[src/rtl/fht_pkg.sv]
// Shared types and defaults for the IP fragment hole tracker.
package fht_pkg;

    localparam int MAX_HOLES_DEF   = 8;
    localparam int OFFSET_BITS_DEF = 16;

    typedef enum logic [1:0] {
        ST_OK   = 2'd0,
        ST_DONE = 2'd1,
        ST_OVF  = 2'd2
    } status_t;

    // Outcome of processing the head hole in one step
    typedef struct packed {
        logic emit;
        logic pop;
        logic replace;
        logic ovf;
    } step_t;

    // Per-cycle commands broadcast to every cell of the hole chain
    typedef struct packed {
        logic wr;
        logic rep;
        logic shift;
    } cell_ctl_t;

endpackage

[src/rtl/ip_fragment_hole_tracker_unit.sv]
// Flow: a request is registered, then the head unit processes the stored holes in turn (a hole
// that splits is processed once more), then the result is registered once the output is free;
// a clear or an ignored request skips the hole walk.
// Throughput: one request at a time; the hole chain shifts toward the head cell
// as holes are popped.
// Reset: asynchronous, active low; the table holds one open hole from offset 0.
module ip_fragment_hole_tracker_unit
    import fht_pkg::*;
#(
    parameter int MAX_HOLES   = MAX_HOLES_DEF,
    parameter int OFFSET_BITS = OFFSET_BITS_DEF
)
(
    input  logic        clk,
    input  logic        rst_n,
    input  logic        in_valid,
    output logic        in_ready,
    input  logic        req_type,
    input  logic [15:0] first_byte,
    input  logic [15:0] last_byte,
    input  logic        final_piece,
    output logic        out_valid,
    input  logic        out_ready,
    output logic [1:0]  status,
    output logic [3:0]  holes_left,
    output logic        complete
);

    localparam int CW = $clog2(MAX_HOLES + 1);
    localparam int IW = $clog2(MAX_HOLES);
    localparam int OB = OFFSET_BITS;

    typedef enum logic [1:0] {
        S_IDLE = 2'b01,
        S_RUN  = 2'b10
    } state_t;

    state_t        state_reg, state_next;
    logic [CW-1:0] cnt_reg, r_reg, p_reg;
    logic [OB-1:0] f_reg, l_reg;
    logic          fin_reg, clr_reg, skip_reg;
    status_t       st_reg;
    logic          out_valid_reg;
    status_t       status_reg;
    logic [3:0]    holes_reg;
    logic          complete_reg;

    logic [OB-1:0] f_in, l_in;
    logic          in_acc, out_free, stepping, finishing, full;
    logic [CW:0]   sum;
    logic [IW-1:0] wr_idx;
    logic [CW-1:0] new_cnt;
    step_t         st;
    cell_ctl_t     ctl;

    logic [OB-1:0] c_lo [MAX_HOLES];
    logic [OB-1:0] c_hi [MAX_HOLES];
    logic          c_op [MAX_HOLES];
    logic [OB-1:0] e_lo, e_hi, hr_lo, hr_hi, r_lo, r_hi;
    logic          e_op, hr_op, r_op;

    assign f_in      = OB'(first_byte);
    assign l_in      = OB'(last_byte);
    assign in_ready  = (state_reg == S_IDLE);
    assign in_acc    = in_valid && in_ready;
    assign out_free  = !out_valid_reg || out_ready;
    assign stepping  = (state_reg == S_RUN) && (r_reg != '0);
    assign finishing = (state_reg == S_RUN) && (r_reg == '0) && out_free;
    assign full      = (cnt_reg == CW'(MAX_HOLES));
    assign sum       = (CW+1)'(r_reg) + (CW+1)'(p_reg);
    assign wr_idx    = st.pop ? IW'(sum - (CW+1)'(1)) : IW'(sum);
    assign new_cnt   = clr_reg ? CW'(1) : (skip_reg ? cnt_reg : p_reg);

    assign ctl.wr    = stepping && st.emit;
    assign ctl.rep   = (stepping && st.replace) || (finishing && clr_reg);
    assign ctl.shift = stepping && st.pop;

    // clear reloads the head cell with the single open hole
    assign r_lo = clr_reg ? '0 : hr_lo;
    assign r_hi = clr_reg ? '1 : hr_hi;
    assign r_op = clr_reg ? 1'b1 : hr_op;

    fht_head #(
        .OB (OB)
    ) u_head (
        .h_lo (c_lo[0]),
        .h_hi (c_hi[0]),
        .h_op (c_op[0]),
        .f    (f_reg),
        .l    (l_reg),
        .fin  (fin_reg),
        .full (full),
        .st   (st),
        .e_lo (e_lo),
        .e_hi (e_hi),
        .e_op (e_op),
        .r_lo (hr_lo),
        .r_hi (hr_hi),
        .r_op (hr_op)
    );

    for (genvar i = 0; i < MAX_HOLES; i++)
    begin : g_cell
        logic [OB-1:0] n_lo, n_hi;
        logic          n_op;
        if (i == MAX_HOLES - 1)
        begin : g_last
            assign n_lo = '0;
            assign n_hi = '0;
            assign n_op = 1'b0;
        end
        else
        begin : g_mid
            assign n_lo = c_lo[i+1];
            assign n_hi = c_hi[i+1];
            assign n_op = c_op[i+1];
        end
        fht_cell #(
            .OB  (OB),
            .IW  (IW),
            .IDX (i)
        ) u_cell (
            .clk    (clk),
            .rst_n  (rst_n),
            .ctl    (ctl),
            .wr_idx (wr_idx),
            .wr_lo  (e_lo),
            .wr_hi  (e_hi),
            .wr_op  (e_op),
            .rep_lo (r_lo),
            .rep_hi (r_hi),
            .rep_op (r_op),
            .nbr_lo (n_lo),
            .nbr_hi (n_hi),
            .nbr_op (n_op),
            .lo     (c_lo[i]),
            .hi     (c_hi[i]),
            .op     (c_op[i])
        );
    end

    always_comb
    begin
        state_next = state_reg;
        unique case (state_reg)
            S_IDLE:
            begin
                if (in_acc)
                begin
                    state_next = S_RUN;
                end
            end
            S_RUN:
            begin
                if (finishing)
                begin
                    state_next = S_IDLE;
                end
            end
            default:
            begin
                state_next = S_IDLE;
            end
        endcase
    end

    always_ff @(posedge clk or negedge rst_n)
    begin
        if (!rst_n)
        begin
            state_reg     <= S_IDLE;
            cnt_reg       <= CW'(1);
            r_reg         <= '0;
            p_reg         <= '0;
            f_reg         <= '0;
            l_reg         <= '0;
            fin_reg       <= 1'b0;
            clr_reg       <= 1'b0;
            skip_reg      <= 1'b0;
            st_reg        <= ST_OK;
            out_valid_reg <= 1'b0;
            status_reg    <= ST_OK;
            holes_reg     <= '0;
            complete_reg  <= 1'b0;
        end
        else
        begin
            state_reg <= state_next;
            if (out_valid_reg && out_ready)
            begin
                out_valid_reg <= 1'b0;
            end
            if (in_acc)
            begin
                f_reg    <= f_in;
                l_reg    <= l_in;
                fin_reg  <= final_piece;
                clr_reg  <= !req_type;
                skip_reg <= req_type && ((cnt_reg == '0) || (f_in > l_in));
                r_reg    <= (!req_type || (cnt_reg == '0) || (f_in > l_in)) ? '0 : cnt_reg;
                p_reg    <= '0;
                st_reg   <= (req_type && (cnt_reg == '0)) ? ST_DONE : ST_OK;
            end
            if (stepping)
            begin
                if (st.pop)
                begin
                    r_reg <= r_reg - CW'(1);
                end
                if (st.emit)
                begin
                    p_reg <= p_reg + CW'(1);
                end
                if (st.ovf)
                begin
                    st_reg <= ST_OVF;
                end
            end
            if (finishing)
            begin
                cnt_reg       <= new_cnt;
                out_valid_reg <= 1'b1;
                status_reg    <= st_reg;
                holes_reg     <= 4'(new_cnt);
                complete_reg  <= (new_cnt == '0);
            end
        end
    end

    assign out_valid  = out_valid_reg;
    assign status     = status_reg;
    assign holes_left = holes_reg;
    assign complete   = complete_reg;

    a_room : assert property (@(posedge clk) disable iff (!rst_n)
        (state_reg == S_RUN) |-> (sum <= (CW+1)'(MAX_HOLES)))
        else $error("hole chain over capacity");

    a_cnt : assert property (@(posedge clk) disable iff (!rst_n)
        cnt_reg <= CW'(MAX_HOLES))
        else $error("hole count out of range");

    a_fin : assert property (@(posedge clk) disable iff (!rst_n)
        finishing |=> (out_valid_reg && (state_reg == S_IDLE)))
        else $error("result not registered on finish");

    a_ovf : assert property (@(posedge clk) disable iff (!rst_n)
        (stepping && st.ovf) |-> full)
        else $error("overflow without a full table");

    a_done : assert property (@(posedge clk) disable iff (!rst_n)
        (out_valid_reg && (status_reg == ST_DONE)) |-> complete_reg)
        else $error("complete status without completion");

endmodule

[src/rtl/fht_cell.sv]
// One hole descriptor cell of the chain: holds, shifts from its neighbor or loads.
module fht_cell
    import fht_pkg::*;
#(
    parameter int OB  = OFFSET_BITS_DEF,
    parameter int IW  = 3,
    parameter int IDX = 0
)
(
    input  logic          clk,
    input  logic          rst_n,
    input  cell_ctl_t     ctl,
    input  logic [IW-1:0] wr_idx,
    input  logic [OB-1:0] wr_lo,
    input  logic [OB-1:0] wr_hi,
    input  logic          wr_op,
    input  logic [OB-1:0] rep_lo,
    input  logic [OB-1:0] rep_hi,
    input  logic          rep_op,
    input  logic [OB-1:0] nbr_lo,
    input  logic [OB-1:0] nbr_hi,
    input  logic          nbr_op,
    output logic [OB-1:0] lo,
    output logic [OB-1:0] hi,
    output logic          op
);

    logic [OB-1:0] lo_reg, lo_next;
    logic [OB-1:0] hi_reg, hi_next;
    logic          op_reg, op_next;
    logic          hit_wr;
    logic          hit_rep;

    assign hit_wr  = ctl.wr && (wr_idx == IW'(IDX));
    assign hit_rep = ctl.rep && (IDX == 0);

    always_comb
    begin
        lo_next = lo_reg;
        hi_next = hi_reg;
        op_next = op_reg;
        if (hit_wr)
        begin
            lo_next = wr_lo;
            hi_next = wr_hi;
            op_next = wr_op;
        end
        else if (hit_rep)
        begin
            lo_next = rep_lo;
            hi_next = rep_hi;
            op_next = rep_op;
        end
        else if (ctl.shift)
        begin
            lo_next = nbr_lo;
            hi_next = nbr_hi;
            op_next = nbr_op;
        end
    end

    always_ff @(posedge clk or negedge rst_n)
    begin
        if (!rst_n)
        begin
            lo_reg <= '0;
            hi_reg <= '1;
            op_reg <= 1'b1;
        end
        else
        begin
            lo_reg <= lo_next;
            hi_reg <= hi_next;
            op_reg <= op_next;
        end
    end

    assign lo = lo_reg;
    assign hi = hi_reg;
    assign op = op_reg;

endmodule

[src/rtl/fht_head.sv]
// Head unit: trims one hole against a fragment and yields the pieces that remain.
module fht_head
    import fht_pkg::*;
#(
    parameter int OB = OFFSET_BITS_DEF
)
(
    input  logic [OB-1:0] h_lo,
    input  logic [OB-1:0] h_hi,
    input  logic          h_op,
    input  logic [OB-1:0] f,
    input  logic [OB-1:0] l,
    input  logic          fin,
    input  logic          full,
    output step_t         st,
    output logic [OB-1:0] e_lo,
    output logic [OB-1:0] e_hi,
    output logic          e_op,
    output logic [OB-1:0] r_lo,
    output logic [OB-1:0] r_hi,
    output logic          r_op
);

    localparam logic [OB-1:0] MaxOff = '1;

    logic          drop;
    logic [OB-1:0] hi1;
    logic          op1;
    logic          ovl;
    logic          pre;
    logic          post;

    assign drop = fin && (h_lo > l);
    assign hi1  = (fin && (h_op || (h_hi > l))) ? l : h_hi;
    assign op1  = h_op && !fin;
    assign ovl  = (op1 || (f <= hi1)) && (l >= h_lo);
    assign pre  = f > h_lo;
    assign post = op1 ? (l != MaxOff) : (l < hi1);

    always_comb
    begin
        st   = '0;
        e_lo = h_lo;
        e_hi = hi1;
        e_op = op1;
        r_lo = l + OB'(1);
        r_hi = hi1;
        r_op = op1;
        if (drop)
        begin
            st.pop = 1'b1;
        end
        else if (!ovl)
        begin
            st.emit = 1'b1;
            st.pop  = 1'b1;
        end
        else if (pre)
        begin
            // piece before the fragment goes out first
            e_hi    = f - OB'(1);
            e_op    = 1'b0;
            st.emit = 1'b1;
            if (post && !full)
            begin
                st.replace = 1'b1;
            end
            else
            begin
                st.pop = 1'b1;
                st.ovf = post;
            end
        end
        else if (post)
        begin
            e_lo    = l + OB'(1);
            st.emit = 1'b1;
            st.pop  = 1'b1;
        end
        else
        begin
            st.pop = 1'b1;
        end
    end

endmodule

[config.mk]
export PLATFORM = sky130hd
export DESIGN_NAME = ip_fragment_hole_tracker_unit
export DESIGN_NICKNAME = d
export VERILOG_FILES = /design/src/rtl/fht_pkg.sv /design/src/rtl/ip_fragment_hole_tracker_unit.sv /design/src/rtl/fht_cell.sv /design/src/rtl/fht_head.sv
export SDC_FILE = /design/constraint.sdc
export NUM_CORES = 1
export LEC_CHECK = 0
export BUFFER_PORTS_ARGS = -buffer_cell sky130_fd_sc_hd__buf_4
export CORE_ASPECT_RATIO = 1.75
export CORE_MARGIN = 5
export CORE_UTILIZATION = 25
export CTS_BUF_LIST = sky130_fd_sc_hd__clkbuf_8
export CTS_CLUSTER_DIAMETER = 80
export CTS_CLUSTER_SIZE = 28
export DETAILED_ROUTE_END_ITERATION = 6
export PLACE_DENSITY = 0.38
export SYNTH_ARGS = -nofsm -noshare
export SYNTH_HDL_FRONTEND = slang
export SYNTH_SLANG_ARGS = --single-unit
[constraint.sdc]
create_clock -name clk -period 6 [get_ports clk]
set_clock_uncertainty 0.15 [all_clocks]
set_input_delay 1.2 -clock clk [delete_from_list [all_inputs] [get_ports clk]]
set_output_delay 1.2 -clock clk [all_outputs]
set_load 0.03 [all_outputs]
# After elaboration in Yosys (flattened, before gate mapping)
# Cells that the tools add are included.
dict set report word_totals {
  output_inout_bits 9
  regBits 323
}
dict set report op_classes {
  n_addsub 6
  n_reduce_logical 50
  muxes 95
  eq_ne 13
  magnitude_cmp 7
}
# op n
set op_table {}
lappend op_table {{$mux W16} 43}
lappend op_table {{$gt A16 B16 Y1} 4}
lappend op_table {{$mux W4} 9}
lappend op_table {{$mux W1} 31}
lappend op_table {{$logic_and A1 B1 Y1} 24}
lappend op_table {{$mux W2} 10}
lappend op_table {{$add A16 B1 Y16 const B} 1}
lappend op_table {{$ge A16 B16 Y1} 1}
lappend op_table {{$le A16 B16 Y1} 1}
lappend op_table {{$lt A16 B16 Y1} 1}
lappend op_table {{$ne A16 B16 Y1 const B} 1}
lappend op_table {{$reduce_bool A2 Y1} 8}
lappend op_table {{$sub A16 B1 Y16 const B} 1}
lappend op_table {{$eq A3 B3 Y1 const B} 4}
lappend op_table {{$logic_not A4 Y1} 3}
lappend op_table {{$logic_or A1 B1 Y1} 7}
lappend op_table {{$eq A3 B2 Y1 const B} 2}
lappend op_table {{$add A4 B1 Y4 const B} 1}
lappend op_table {{$eq A4 B4 Y1 const B} 1}
lappend op_table {{$logic_not A1 Y1} 4}
lappend op_table {{$pmux W2 S2} 1}
lappend op_table {{$reduce_bool A4 Y1} 1}
lappend op_table {{$sub A4 B1 Y4 const B} 1}
lappend op_table {{$add A3 B3 Y3} 1}
lappend op_table {{other kinds (10)} 10}

# Depth between registers and ports, before layout
dict set report logic_depth {
  word_depth 15
  depth_mapped 27
}

# Modules after synthesis
# From an unflattened synthesis, not the netlist that was laid out.
dict set report hier_totals {
  cells_unflattened 1673
  area_unflattened_um2 21789.6
}
# mod area_each_um2 cells_each n_inst seq_area_each_um2
set modules_own_cells {}
lappend modules_own_cells {{fht_cell at g_cell[1].u_cell ...} 1925.6 108 3 847.1}
lappend modules_own_cells {{fht_cell at g_cell[3].u_cell ...} 1924.3 107 3 847.1}
lappend modules_own_cells {fht_head 3138.0 396 1 0.0}
lappend modules_own_cells {ip_fragment_hole_tracker_unit 3030.4 344 1 1403.8}
lappend modules_own_cells {{fht_cell at g_cell[0].u_cell} 2155.8 181 1 847.1}
lappend modules_own_cells {{fht_cell at g_cell[7].u_cell} 1915.6 107 1 847.1}

# Worst setup path before layout
# Ideal clock, no wire load.
dict set report synth_path {
  path_type {register -> register}
  startpoint {reg l_reg[13]}
  endpoint {reg g_cell[4].u_cell.hi_reg[0]}
  synth_period_minus_slack_ns 5.823
  t_arrival_ns 5.597
  path_stages_with_launch 26
  setup_ns 0.076
  n_path_buf 3
  slack_ns 0.177
  required_time_ns 5.774
  path_cell_list {dfrtp_1 inv_1 ha_1 a21oi_1 o21ai_1 or4_4 nor4_2 or2_1 buf_2 clkbuf_1 nand2_1 o21ai_0 inv_1 ha_1 a211oi_1 o21ai_0 a221oi_1 o21ai_0 a311oi_1 and3_1 o21ai_2 or2_4 or3_4 a211oi_4 buf_6 mux2i_1}
}
dict set report synth_via {
  elab_chain_cells 15
  elab_cells_between_ends 30
  classes_between {5 x order compare; 2 x eq/ne; 13 x mux; 10 x reduce/logical}
}
# element line
set synth_rtl {}
lappend synth_rtl {{start, declared} ip_fragment_hole_tracker_unit.sv:40} ;# logic [OB-1:0] f_reg, l_reg;
lappend synth_rtl {{start signal, assigned} ip_fragment_hole_tracker_unit.sv:196} ;# l_reg <= l_in;
lappend synth_rtl {{$gt A16 B16 Y1} fht_head.sv:34} ;# assign hi1 = (fin && (h_op || (h_hi > l))) ? l : h_hi;
lappend synth_rtl {{$logic_or A1 B1 Y1} fht_head.sv:34}
lappend synth_rtl {{$logic_and A1 B1 Y1} fht_head.sv:34}
lappend synth_rtl {{$mux W16} fht_head.sv:34}
lappend synth_rtl {{$lt A16 B16 Y1} fht_head.sv:38} ;# assign post = op1 ? (l != MaxOff) : (l < hi1);
lappend synth_rtl {{$mux W1} fht_head.sv:38}
lappend synth_rtl {{$logic_and A1 B1 Y1} fht_head.sv:64} ;# if (post && !full)
lappend synth_rtl {{$mux W1} fht_head.sv:64}
lappend synth_rtl {{$mux W2} fht_head.sv:58} ;# else if (pre)
lappend synth_rtl {{$mux W2} fht_head.sv:53} ;# else if (!ovl)
lappend synth_rtl {{$mux W1} fht_head.sv:49} ;# if (drop)
lappend synth_rtl {{$mux W3} ip_fragment_hole_tracker_unit.sv:71} ;# assign wr_idx = st.pop ? IW'(sum - (CW+1)'(1)) : IW'(sum);
lappend synth_rtl {{$eq A3 B3 Y1} fht_cell.sv:34} ;# assign hit_wr = ctl.wr && (wr_idx == IW'(IDX));
lappend synth_rtl {{$logic_and A1 B1 Y1} fht_cell.sv:34}
lappend synth_rtl {{$mux W16 / $reduce_bool A2 Y1 (equally long branches)} -}
lappend synth_rtl {{end signal, assigned} fht_cell.sv:73} ;# hi_reg <= hi_next;
lappend synth_rtl {{end, declared} fht_cell.sv:29} ;# logic [OB-1:0] hi_reg, hi_next;
# Several ways; a longest one is shown, not always the timed one.
# A chain may end at the register's enable or synchronous reset.

# Worst setup path after layout
dict set report layout_path {
  startpoint {reg g_cell[0].u_cell.hi_reg[9]}
  endpoint {reg g_cell[0].u_cell.lo_reg[4]}
}
dict set report layout_via {
  elab_chain_cells 15
  elab_cells_between_ends 34
  classes_between {3 x order compare; 19 x mux; 12 x reduce/logical}
}
# element line
set layout_rtl {}
lappend layout_rtl {{start, declared} fht_cell.sv:29}
lappend layout_rtl {{start signal, assigned} fht_cell.sv:73}
lappend layout_rtl {{$gt A16 B16 Y1} fht_head.sv:34}
lappend layout_rtl {{$logic_or A1 B1 Y1} fht_head.sv:34}
lappend layout_rtl {{$logic_and A1 B1 Y1} fht_head.sv:34}
lappend layout_rtl {{$mux W16 (*)} fht_head.sv:34}
lappend layout_rtl {{$lt A16 B16 Y1} fht_head.sv:38}
lappend layout_rtl {{$mux W1} fht_head.sv:38}
lappend layout_rtl {{$logic_and A1 B1 Y1} fht_head.sv:64}
lappend layout_rtl {{$mux W1} fht_head.sv:64}
lappend layout_rtl {{$mux W2} fht_head.sv:58}
lappend layout_rtl {{$mux W2} fht_head.sv:53}
lappend layout_rtl {{$mux W1 / $mux W2 (equally long branches)} fht_head.sv:49}
lappend layout_rtl {{$mux W3 / $logic_and A1 B1 Y1 (equally long branches)} {ip_fragment_hole_tracker_unit.sv:71, ip_fragment_hole_tracker_unit.sv:75}}
lappend layout_rtl {{$logic_not A3 Y1 / $logic_or A1 B1 Y1 (equally long branches)} {fht_cell.sv:34, ip_fragment_hole_tracker_unit.sv:75}}
lappend layout_rtl {{$logic_and A1 B1 Y1 / $mux W16 (equally long branches)} {fht_cell.sv:34, fht_cell.sv:48}}
lappend layout_rtl {{$reduce_bool A3 Y1 (no line) / $mux W16 (equally long branches)} -}
lappend layout_rtl {{end signal, assigned} fht_cell.sv:72} ;# lo_reg <= lo_next;
lappend layout_rtl {{end, declared} fht_cell.sv:28} ;# logic [OB-1:0] lo_reg, lo_next;
# Every way passes the cells marked *; elsewhere a longest branch is shown, timed or not.

==> metrics.md <==
| Metric | Value |
|---|---|
| Post-Route WL | 62800 um |
| Cell Area, Synth | 0.0187 mm2 |
| GRT Util Overall | 15.0% |
| Synth Area in Simple Gates | 8.36% |
| Post-Synth Adder-Cell Area | 6.53% |
| Multiplexer share of the synthesized area | 27.1% |
| Avg WL per Cell | 22.7 um |
| Bufs and invs on worst path | 3 |
| Tot Pwr | 9.87 mW |
| Syn. warnings | 0 |
| Post-route DRC | 0 |
| Synthesized Nets | 1807 |
| Critical path class | flop to flop |
| Fin crit share | 96.9% |
| Power Density | 440 mW/mm2 |
| CP max-delay cell | o41ai_1 |
| Core Footprint | 0.0742 mm2 |
| CTS tree | built |
| Max-slew headroom | 19.1% |
| Crit. End Element | flop |
| Worst-path fanout max | 15 |
| Nets@finish | 1950 |
| Max-Cap Viols | 0 |
| Max Fclk | 172 MHz |
| Post-synth EDFFs | 0 |
| Async SR Flop Fraction | 100% |
| Synth unique cells | 72 |
| Share of layout cells above drive strength 1 | 26.8% |
| Fin crit period | 5810 ps |
| DP Cell Count | 2706 |
| Post-route insts no fill | 2768 |
| Horiz. Die Dim | 217 um |
| Ordered cell list for the critical path | ha_1 > a21oi_2 > nor3_1 > or4_4 > nor4_4 > or2_4 > buf_12 > nand2_1 > o21ai_1 > inv_1 > ha_1 > nand4_1 > o41ai_1 > a221oi_4 > or2_4 > o41a_1 > o21ai_2 > o2111ai_2 > buf_12 > o221ai_1 |
| Largest family of logic cells by synthesized area | multiplexers |
| Hold endpoint | g_cell[7].u_cell.hi[8] |
| Slew Viols, Final | 0 |
| Final setup violation count | 0 |
| Routed via count | 13500 |
| Commonest non-fill, non-tap cell in the layout | mux2i_1 |
| Worst Hold Class | flop to flop |
| CTS H-tree lvls | 1 |
| Num CTS Buffers | 20 |
| Cell Rows | 132 |
| Drt first pass iters | 7 |
| Area grow syn2layout | 20.0% |
| R2r setup slk | 190 ps |
| Final Hold Fails | 0 |
| Hold Startpoint | g_cell[7].u_cell.hi[8] |
| Register area share after synthesis | 43.8% |
| IO Pins | 47 |
| Die Ht | 372 um |
| Footprint of the multi-input gates | 0.0101 mm2 |
| Worst-margin pin slew | 1200 ps |
| WHS Path Cells | 2 |
| Initial core utilization | 25.2% |
| Req. time, crit path | 6390 ps |
| Post-route ant nets | 0 |
| Worst-Skew Late Latency | 670 ps |
| Peak VDD IR | 0.171 mV |
| Gr ovfl total | 0 |
| Clock sink total | 320 |
| Filler cells | 7550 |
| Die footprint | 0.0805 mm2 |
| Port buffer count | 46 |
| Root buffer cell | clkbuf_8 |
| WP data arrival | 6200 ps |
| Synth Area in Compound Gates | 8.26% |
| Crit path largest cell delay | 640 ps |
| Largest net degree at the start of global routing | 121 |
| Syn Area/Cell | 11.2 um2 |
| Hpwl dp | 46000 um |
| 1st-iter DRT viols | 737 |
| Antenna violations before repair | 1 |
| Top cell family by delay on the critical path | compound AO/OA/AOI/OAI gates |
| Top FF cell, synth | dfrtp_1 |
| Leakage | 11.0 nW |
| Vias in the first global route | 14400 |
| Outcome | finished, final reports clean |
| Final Hold Slack | 332 ps |
| Critical R2R Launch | g_cell[0].u_cell.hi[9] |
| Synth Area in XOR/XNOR | 1.69% |
| Clk buf depth | 3 |
| First-pass GRT wire length | 92700 um |
| Clock slew at reported path FFs | 160 ps |
| Seq cells post-synth | 320 |
| GP Congestion | 0.879 |
| Sequential cell area | 0.00818 mm2 |
| Cells after Synth | 1672 |
| Worst Setup Start Kind | flop |
| Via density | 4.86 |
| Cells on worst reg2reg path | 20 |
| Most frequent cells in the layout | mux2i_1, dfrtp_1, nand2_1 |
| Reg2reg end | g_cell[0].u_cell.lo[4] |
[power breakdown]
part	switching (mW)	internal, mW	leakage, nW
clock	0.882	0.378	0.244
combinational	3.13	2.24	6.90
sequential	0.499	2.74	3.90
[Yosys cell counts (9+ instances only)]
library cell	instances	share of area, %
a21oi_1	39	1.0
mux2_2	17	1.0
xnor2_1	26	1.2
nor3_1	17	0.46
nor2_1	31	0.62
o22ai_1	19	0.64
buf_2	40	1.1
clkbuf_1	26	0.52
o221ai_1	35	1.6
a21o_1	15	0.60
ha_1	96	6.4
nand3_1	25	0.67
o21ai_0	59	1.6
dfstp_2	138	19
dfrtp_1	182	24
nand2_1	178	3.6
nand4_1	18	0.60
inv_1	82	1.6
mux2i_1	468	25
nor4_1	9	0.30
buf_4	14	0.56
[tightest hold or removal path: cells and delay by family (launching register included)]
family	cells	cell delay [ps]
flops	1	390
simple gates	1	50
mux	1	60
[stage by stage]
stage / TNS, ps / cell area, um2 / utilization, % / worst slack, ps
floorplan: 0 / 18700 / - / 177
global placement: -7410 / 21200 / 28.6 / -103
detailed placement: -19340 / 21200 / 28.6 / -160
CTS: 0 / 21800 / 29.4 / 18.2
global route: -426 / 22400 / 30.2 / -36.0
finish: 0 / 22400 / 30.2 / 186
[area by class of cell]
cell class              count  area share [%]
clock buffers              20            1.23
well taps                 938            5.23
repair buffers            212            9.90
inverters                  82            1.37
flip-flops and latches    320            36.5
clock inverters            16           0.820
diodes                      1          0.0112
multi-input cells        1179            44.9
[logic make-up after synthesis]
logic type                 count (synthesis)
DFF                                      320
buffers and inverters                    173
muxes                                    493
and+or+nand+nor                          330
AOI/OAI and AO/OA                        225
adders and majority gates                 97
xor gates and xnor gates                  34
[repair_timing]
item,4_1_cts,5_1_grt
pin swaps,4,21
hold buffers,0,0
setup buffers,1,16
cloned,1,7
endpoints found under the setup margin,264,266
endpoints found under the hold margin,0,0
resized for setup,12,67
[layer usage]
layer / track usage (%) / share of wire, % / vias to the layer above
met5: 0 / 0 / -
met3: 1.16 / 2.0 / 94
met2: 29.8 / 56 / 214
met1: 16.0 / 37 / 6827
li1: - / - / 6329
met4: 6.73 / 5.1 / 0
[how the worst max path moves through the flow]
stage / startpoint / end / slack (ps) / cells after the start
final: g_cell[0].u_cell.hi[9] / g_cell[0].u_cell.lo[4] / 190 / 20
after floorplan: l_reg[13] / g_cell[4].u_cell.hi[0] / 180 / 25
after detailed placement: l_reg[8] / g_cell[4].u_cell.lo[8] / -160 / 22
after global routing: g_cell[0].u_cell.hi[13] / g_cell[4].u_cell.hi[13] / -40 / 24
after global placement: l_reg[8] / g_cell[7].u_cell.lo[12] / -100 / 23
after CTS: g_cell[0].u_cell.hi[13] / g_cell[4].u_cell.op / 20 / 25
Power figures use the tool's default switching activity.
